**src/design/svrd_pkg.sv**
```systemverilog
// Shared types and constants for the stuffed varint record deframer.
// No dependencies; used by svrd_decode, svrd_out_reg and the top level.
package svrd_pkg;

  localparam logic [7:0] ByteStart  = 8'd250;
  localparam logic [7:0] ByteEscape = 8'd249;
  localparam logic [7:0] IdRawLo    = 8'd96;
  localparam logic [7:0] IdRawHi    = 8'd98;
  localparam logic [7:0] EscStart   = 8'd0;
  localparam logic [7:0] EscEscape  = 8'd1;
  localparam int unsigned DataBits  = 7;

  typedef enum logic [1:0] {
    KIND_WORD = 2'd0,
    KIND_RAW  = 2'd1,
    KIND_END  = 2'd2
  } kind_e;

  typedef struct packed {
    kind_e       kind;
    logic [7:0]  record_id;
    logic [31:0] value;
    logic        overflow;
  } result_t;

  function automatic logic id_is_raw(input logic [7:0] id);
    id_is_raw = (id >= IdRawLo) && (id <= IdRawHi);
  endfunction

endpackage

```
**src/design/svrd_in_reg.sv**
```systemverilog
// Input register of the deframer: holds one stream byte until the decoder takes it.
// Depends on nothing but the clock and reset.
module svrd_in_reg (
  input  logic       clk_i,
  input  logic       rst_ni,
  input  logic       in_valid_i,
  output logic       in_ready_o,
  input  logic [7:0] log_byte_i,
  input  logic       advance_i,
  output logic       byte_valid_o,
  output logic [7:0] byte_o
);

  logic       valid_q, valid_d;
  logic [7:0] byte_q;

  assign in_ready_o = !valid_q || advance_i;

  always_comb begin
    valid_d = valid_q;
    if (in_ready_o) begin
      valid_d = in_valid_i;
    end
  end

  always_ff @(posedge clk_i or negedge rst_ni) begin
    if (!rst_ni) begin
      valid_q <= 1'b0;
    end else begin
      valid_q <= valid_d;
    end
  end

  always_ff @(posedge clk_i) begin
    if (in_ready_o && in_valid_i) begin
      byte_q <= log_byte_i;
    end
  end

  assign byte_valid_o = valid_q;
  assign byte_o       = byte_q;

endmodule

```
**src/design/svrd_decode.sv**
```systemverilog
// Destuffing, record framing and varint decode; holds the record state.
// Depends on svrd_pkg for codes, the result type and the raw-id check.
module svrd_decode #(
  parameter int unsigned MAX_WORDS = 1024
) (
  input  logic                clk_i,
  input  logic                rst_ni,
  input  logic                advance_i,
  input  logic [7:0]          byte_i,
  output logic                res_valid_o,
  output svrd_pkg::result_t   res_o
);

  localparam int unsigned CntW = $clog2(MAX_WORDS + 1);
  localparam logic [CntW-1:0] MaxCnt = CntW'(MAX_WORDS);

  logic            esc_q, esc_d;
  logic            id_pend_q, id_pend_d;
  logic [7:0]      cur_id_q, cur_id_d;
  logic [31:0]     acc_q, acc_d;
  logic [CntW-1:0] cnt_q, cnt_d;
  logic            ovf_q, ovf_d;

  logic            pay_valid;
  logic [7:0]      pay_byte;
  logic [31:0]     acc_next;
  logic            ovf_next;

  // Destuff: decide whether this byte yields a payload byte.
  always_comb begin
    esc_d     = esc_q;
    pay_valid = 1'b0;
    pay_byte  = byte_i;
    if (byte_i == svrd_pkg::ByteStart) begin
      pay_valid = 1'b0;
    end else if (byte_i == svrd_pkg::ByteEscape) begin
      esc_d = 1'b1;
    end else if (esc_q) begin
      esc_d = 1'b0;
      if (byte_i == svrd_pkg::EscStart) begin
        pay_valid = 1'b1;
        pay_byte  = svrd_pkg::ByteStart;
      end else if (byte_i == svrd_pkg::EscEscape) begin
        pay_valid = 1'b1;
        pay_byte  = svrd_pkg::ByteEscape;
      end
    end else begin
      pay_valid = 1'b1;
    end
  end

  assign acc_next = {acc_q[31-svrd_pkg::DataBits:0], pay_byte[svrd_pkg::DataBits-1:0]};
  assign ovf_next = ovf_q || (cnt_q >= MaxCnt);

  always_comb begin
    id_pend_d   = id_pend_q;
    cur_id_d    = cur_id_q;
    acc_d       = acc_q;
    cnt_d       = cnt_q;
    ovf_d       = ovf_q;
    res_valid_o = 1'b0;
    res_o.kind      = svrd_pkg::KIND_WORD;
    res_o.record_id = cur_id_q;
    res_o.value     = acc_next;
    res_o.overflow  = ovf_next;
    if (byte_i == svrd_pkg::ByteStart) begin
      // Close the open decoded record with its word count.
      if (!id_pend_q && (cur_id_q != 8'd0) && !svrd_pkg::id_is_raw(cur_id_q)) begin
        res_valid_o    = 1'b1;
        res_o.kind     = svrd_pkg::KIND_END;
        res_o.value    = 32'(cnt_q);
        res_o.overflow = ovf_q;
      end
      id_pend_d = 1'b1;
      acc_d     = '0;
      cnt_d     = '0;
      ovf_d     = 1'b0;
    end else if (pay_valid) begin
      if (id_pend_q) begin
        cur_id_d  = pay_byte;
        id_pend_d = 1'b0;
      end else if (cur_id_q == 8'd0) begin
        res_valid_o = 1'b0;
      end else if (svrd_pkg::id_is_raw(cur_id_q)) begin
        res_valid_o    = 1'b1;
        res_o.kind     = svrd_pkg::KIND_RAW;
        res_o.value    = {24'd0, pay_byte};
        res_o.overflow = 1'b0;
      end else if (pay_byte[7]) begin
        acc_d = acc_next;
      end else begin
        // Word complete: count it, saturating at the limit.
        res_valid_o = 1'b1;
        acc_d       = '0;
        ovf_d       = ovf_next;
        if (cnt_q < MaxCnt) begin
          cnt_d = cnt_q + CntW'(1);
        end
      end
    end
  end

  always_ff @(posedge clk_i or negedge rst_ni) begin
    if (!rst_ni) begin
      esc_q     <= 1'b0;
      id_pend_q <= 1'b0;
      cur_id_q  <= '0;
      acc_q     <= '0;
      cnt_q     <= '0;
      ovf_q     <= 1'b0;
    end else if (advance_i) begin
      esc_q     <= esc_d;
      id_pend_q <= id_pend_d;
      cur_id_q  <= cur_id_d;
      acc_q     <= acc_d;
      cnt_q     <= cnt_d;
      ovf_q     <= ovf_d;
    end
  end

endmodule

```
**src/design/svrd_out_reg.sv**
```systemverilog
// Result register of the deframer: holds one result until the consumer takes it.
// Depends on svrd_pkg for the result type.
module svrd_out_reg (
  input  logic              clk_i,
  input  logic              rst_ni,
  input  logic              load_i,
  input  svrd_pkg::result_t res_i,
  output logic              free_o,
  input  logic              out_ready_i,
  output logic              out_valid_o,
  output svrd_pkg::result_t res_o
);

  logic              valid_q, valid_d;
  svrd_pkg::result_t res_q;

  assign free_o = !valid_q || out_ready_i;

  always_comb begin
    valid_d = valid_q;
    if (free_o) begin
      valid_d = load_i;
    end
  end

  always_ff @(posedge clk_i or negedge rst_ni) begin
    if (!rst_ni) begin
      valid_q <= 1'b0;
    end else begin
      valid_q <= valid_d;
    end
  end

  always_ff @(posedge clk_i) begin
    if (free_o && load_i) begin
      res_q <= res_i;
    end
  end

  assign out_valid_o = valid_q;
  assign res_o       = res_q;

endmodule

```
**src/design/stuffed_varint_record_deframer.sv**
```systemverilog
// Top level of the stuffed varint record deframer.
// Depends on svrd_pkg, svrd_in_reg, svrd_decode and svrd_out_reg.
//
//   channel  | handshake               | payload
//   ---------+-------------------------+-----------------------------------------
//   input    | in_valid_i / in_ready_o | log_byte_i
//   output   | out_valid_o/out_ready_i | kind_o, record_id_o, value_o, overflow_o
//
// One byte per cycle unless the output stalls: input register, one pass of
// decode logic, result register. A result is loaded as its byte advances; bytes
// with no result just update the record state. Reset clears the escape, id,
// accumulator and count state. A stalled output holds the decoder and the held
// byte, and in_ready_o drops in that same cycle while the input register is full.
module stuffed_varint_record_deframer #(
  parameter int unsigned MAX_WORDS = 1024
) (
  input  logic        clk_i,
  input  logic        rst_ni,
  input  logic        in_valid_i,
  output logic        in_ready_o,
  input  logic [7:0]  log_byte_i,
  output logic        out_valid_o,
  input  logic        out_ready_i,
  output logic [1:0]  kind_o,
  output logic [7:0]  record_id_o,
  output logic [31:0] value_o,
  output logic        overflow_o
);

  logic              byte_valid;
  logic [7:0]        byte_q;
  logic              out_free;
  logic              advance;
  logic              res_valid;
  svrd_pkg::result_t res;
  svrd_pkg::result_t out_res;

  // Advance the held byte once the result register can take its result.
  assign advance = byte_valid && out_free;

  svrd_in_reg u_in_reg (
    .clk_i        (clk_i),
    .rst_ni       (rst_ni),
    .in_valid_i   (in_valid_i),
    .in_ready_o   (in_ready_o),
    .log_byte_i   (log_byte_i),
    .advance_i    (advance),
    .byte_valid_o (byte_valid),
    .byte_o       (byte_q)
  );

  svrd_decode #(
    .MAX_WORDS (MAX_WORDS)
  ) u_decode (
    .clk_i       (clk_i),
    .rst_ni      (rst_ni),
    .advance_i   (advance),
    .byte_i      (byte_q),
    .res_valid_o (res_valid),
    .res_o       (res)
  );

  svrd_out_reg u_out_reg (
    .clk_i       (clk_i),
    .rst_ni      (rst_ni),
    .load_i      (advance && res_valid),
    .res_i       (res),
    .free_o      (out_free),
    .out_ready_i (out_ready_i),
    .out_valid_o (out_valid_o),
    .res_o       (out_res)
  );

  assign kind_o      = out_res.kind;
  assign record_id_o = out_res.record_id;
  assign value_o     = out_res.value;
  assign overflow_o  = out_res.overflow;

endmodule
```
**config.mk**
```make
export PLATFORM = sky130hd
export DESIGN_NAME = stuffed_varint_record_deframer
export DESIGN_NICKNAME = d
export VERILOG_FILES = /design/src/design/svrd_pkg.sv /design/src/design/svrd_in_reg.sv /design/src/design/svrd_decode.sv /design/src/design/svrd_out_reg.sv /design/src/design/stuffed_varint_record_deframer.sv
export SDC_FILE = /design/constraint.sdc
export NUM_CORES = 1
export LEC_CHECK = 0
export BUFFER_PORTS_ARGS = -buffer_cell sky130_fd_sc_hd__clkbuf_2
export CAP_MARGIN = 20
export CORE_MARGIN = 1.5
export CORE_UTILIZATION = 52
export CTS_BUF_LIST = sky130_fd_sc_hd__clkbuf_16
export DETAILED_ROUTE_END_ITERATION = 8
export GPL_TIMING_DRIVEN = 0
export PLACE_DENSITY_LB_ADDON = 0.25
export SYNTH_ARGS = -nofsm -noshare
export SYNTH_HDL_FRONTEND = slang
export SYNTH_SLANG_ARGS = --single-unit
```
**constraint.sdc**
```tcl
create_clock -name clk_i -period 3.8 [get_ports clk_i]
set_clock_uncertainty 0.15 [all_clocks]
set_input_delay 1.14 -clock clk_i [delete_from_list [all_inputs] [get_ports clk_i]]
set_output_delay 1.14 -clock clk_i [all_outputs]
set_load 0.02 [all_outputs]
```
==> flow_summary.yaml <==
placed_design:
  place_area_mm2: 0.00488
  dpl.hpwl_um: 6580
  port_buffers: 56
  place_inst: 523
  dpl_worst_slack_ps: 761
  gp_congestion: 0.894
routing:
  drt-initial-drc-count: 219
  drc: 0
  vias: 3151
  first_pass_iters: 7
  totalWireLength_um: 9540
  vias_per_cell: 5.85
  postRouteAntennaNets: 0
  wire_per_inst_um: 17.7
sta:
  layout_min_cycle_time_ps: 2930
  worst_slack_ps: 875
  rsz0062_at_grt: "no"
  worst_hold_slack_ps: 342
  finalSetupTns_ps: 0
  finalHoldViolations: 0
  tightest_slew_ps: 678
  setup_violations: 0
  fmax_ghz: 0.342
  max_slew_margin: 0.545
  min_period_over_period: 0.770
  finalMaxSlewViolations: 0
floorplanning:
  fp.dieArea_mm2: 0.00905
  ios: 57
  core.rowCount: 33
  start_util: 0.537
  fp.dieH_um: 95.1
  fp.dieW_um: 95.1
  core_area_mm2: 0.00822
clocking:
  htree_levels: 3
  clk_latency_ps: 340
  cts-buffers-inserted: 9
  cts_tree: "built"
  cts_max_path_buffers: 2
  clkTransAtPathRegs_ps: 70
  cts_sinks: 100
  postCtsSetupBuffers: 0
  hold_buffers: 0
  cts-root-buf: "clkbuf_16"
  cts_resized: 0
setup_path:
  worst-path-max-fanout: 3
  critical_path.top_delay_family: "buffers and inverters"
  r2r_end: "u_out_reg.res_o[13]"
  rr_startpoint: "u_in_reg.byte_o[7]"
  cpPeakStageDelay_ps: 170
  slowest_stage: "clkbuf_2"
  cp-start-kind: "primary input"
  crit_top_cell: "clkbuf_2"
  r2r_setup_slack_ps: 1020
  end_kind: "output pin"
  crit_buf_inv: 2
  worstRegToRegCells: 8
  cp_cell_sequence: "clkbuf_2, nor2b_1, nand2_1, clkbuf_2"
  cp.arrival_ps: 1640
  required_ps: 2510
  crit_type: "primary input to output pin"
global_route:
  antenna_found_initial: 0
  grt_pass1_wl_um: 15300
  gr-total-overflow: 0
  grt_max_degree: 34
  grt_pass1_vias: 2947
  grt_use_total: 0.227
synth:
  yosysTopAreaCell: "edfxtp_1"
  async_reset_ff_frac: 0.490
  synth_top_cell_area_share: 0.347
  yosysSeqAreaShare: 0.625
  yosys_register_bits: 100
  yosysWarningCount: 0
  synth_edf_count: 51
  synthFlopType: "edfxtp_1"
  synth.distinct_cells: 57
  yosys-top-cells-area: "edfxtp_1, dfrtp_1, nand2_1"
  syn-mean-instance-area_um2: 12.3
  syn_inst: 360
  synth_nets: 373
  synth.most_common_cell: "edfxtp_1"
  synth_common_cells: "edfxtp_1, dfrtp_1, nand2_1"
  netlist_area_mm2: 0.00441
status:
  status: "completed"
final_layout:
  post_layout_nonfiller_instances: 539
  post_route_cells_drive_above_1_share: 0.293
  final_core_utilization: 0.629
  nets: 442
  antenna_cells: 0
  layout-area-overhead-vs-synth_pct: 17.2
  fin_area_mm2: 0.00517
  nFillCells: 663
pwr:
  power_mw: 2.77
  p_leak_nw: 2.17
  peakVddDrop_uv: 294
  p_per_area_mw_per_mm2: 536
job:
  max_cap_violations: 0
hold_path:
  hold_path_depth: 0
  min-delay-start: "u_decode.cur_id_q[3]"
  whs_endpoint: "u_out_reg.res_o[36]"
  hold_path_class: "register to register"
-- layout make-up --
type | count | area (um^2) | share of cell area
Buffer | 22 | 126 | 0.0244
Clock buffer | 10 | 250 | 0.0484
Clock inverter | 6 | 43.8 | 0.00847
Inverter | 10 | 37.5 | 0.00726
Multi-Input combinational cell | 228 | 1500 | 0.291
Sequential cell | 100 | 2760 | 0.533
Tap cell | 105 | 131 | 0.0254
Timing Repair Buffer | 58 | 320 | 0.0620
-- cell usage in the layout, fill, tap and decap left out, drive strengths merged, types with 2 or more instances in the layout --
| cell | n |
|---|---|
| buf | 19 |
| o31ai | 3 |
| nor3 | 5 |
| and4 | 5 |
| a21o | 3 |
| and2 | 21 |
| inv | 12 |
| o21a | 3 |
| clkinv | 2 |
| mux2 | 10 |
| dfrtp | 49 |
| or4 | 2 |
| clkbuf | 71 |
| o211ai | 19 |
| nor4 | 7 |
| o21ai | 19 |
| nand2 | 38 |
| clkinvlp | 2 |
| edfxtp | 51 |
| nand4 | 6 |
| a21oi | 13 |
| a31oi | 4 |
| a211oi | 2 |
| nor2 | 26 |
| nor2b | 4 |
| nand3 | 5 |
| a22o | 4 |
| mux2i | 8 |
| nand2b | 6 |
-- worst reg2reg max path, cell delays in order, from the launching register on --
cell and delay (ps):
edfxtp_1 320, clkbuf_1 250, nor3_1 150, and3_1 200
buf_2 160, nor2_1 210, o2111ai_1 250, a21oi_4 490
buf_12 260
-- cell families after synthesis --
logic type      Yosys count  synth area share
mux                      18            0.0437
compound gates           78             0.132
fa+ha+maj                 1           0.00283
flops                   100             0.625
simple gates            131             0.160
buf+inv                  32            0.0371
-- state kept, by name, summed over array words and instances (netlist names) --
name and count:
u_decode.cnt_q 11, u_decode.id_pend_q 1, u_out_reg.res_o 43, u_decode.cur_id_q 8
u_in_reg.byte_valid_o 1, u_in_reg.byte_o 8, u_out_reg.out_valid_o 1, u_decode.esc_q 1
u_decode.acc_q 25, u_decode.ovf_q 1
-- where the power goes --
group / switching (mW) / total [mW] / internal, mW
Combinational: 0.287 / 0.469 / 0.182
Clock: 0.411 / 0.899 / 0.488
Sequential: 0.104 / 1.40 / 1.30
-- per-layer routing --
layer	vias to the layer above	GRT usage	wire length [um]
met1	1551	0.320	4340
met5	-	0	0
li1	1462	-	-
met3	16	0.0247	449
met4	0	0.0958	216
met2	122	0.358	4540
-- worst max path at each step --
| stage | start | depth (start not counted) | slack (ps) | endpoint |
|---|---|---|---|---|
| final | out_ready_i | 4 | 870 | in_ready_o |
| after detailed placement | out_ready_i | 7 | 760 | u_decode.acc_q[24] |
| after floorplan | out_ready_i | 3 | 610 | u_out_reg.res_o[0] |
| after global placement | u_in_reg.byte_o[7] | 6 | -60 | u_out_reg.res_o[26] |
| after CTS | out_ready_i | 4 | 870 | in_ready_o |
| after global routing | out_ready_i | 4 | 830 | in_ready_o |
Note: power is estimated with default switching activity, not from simulation.
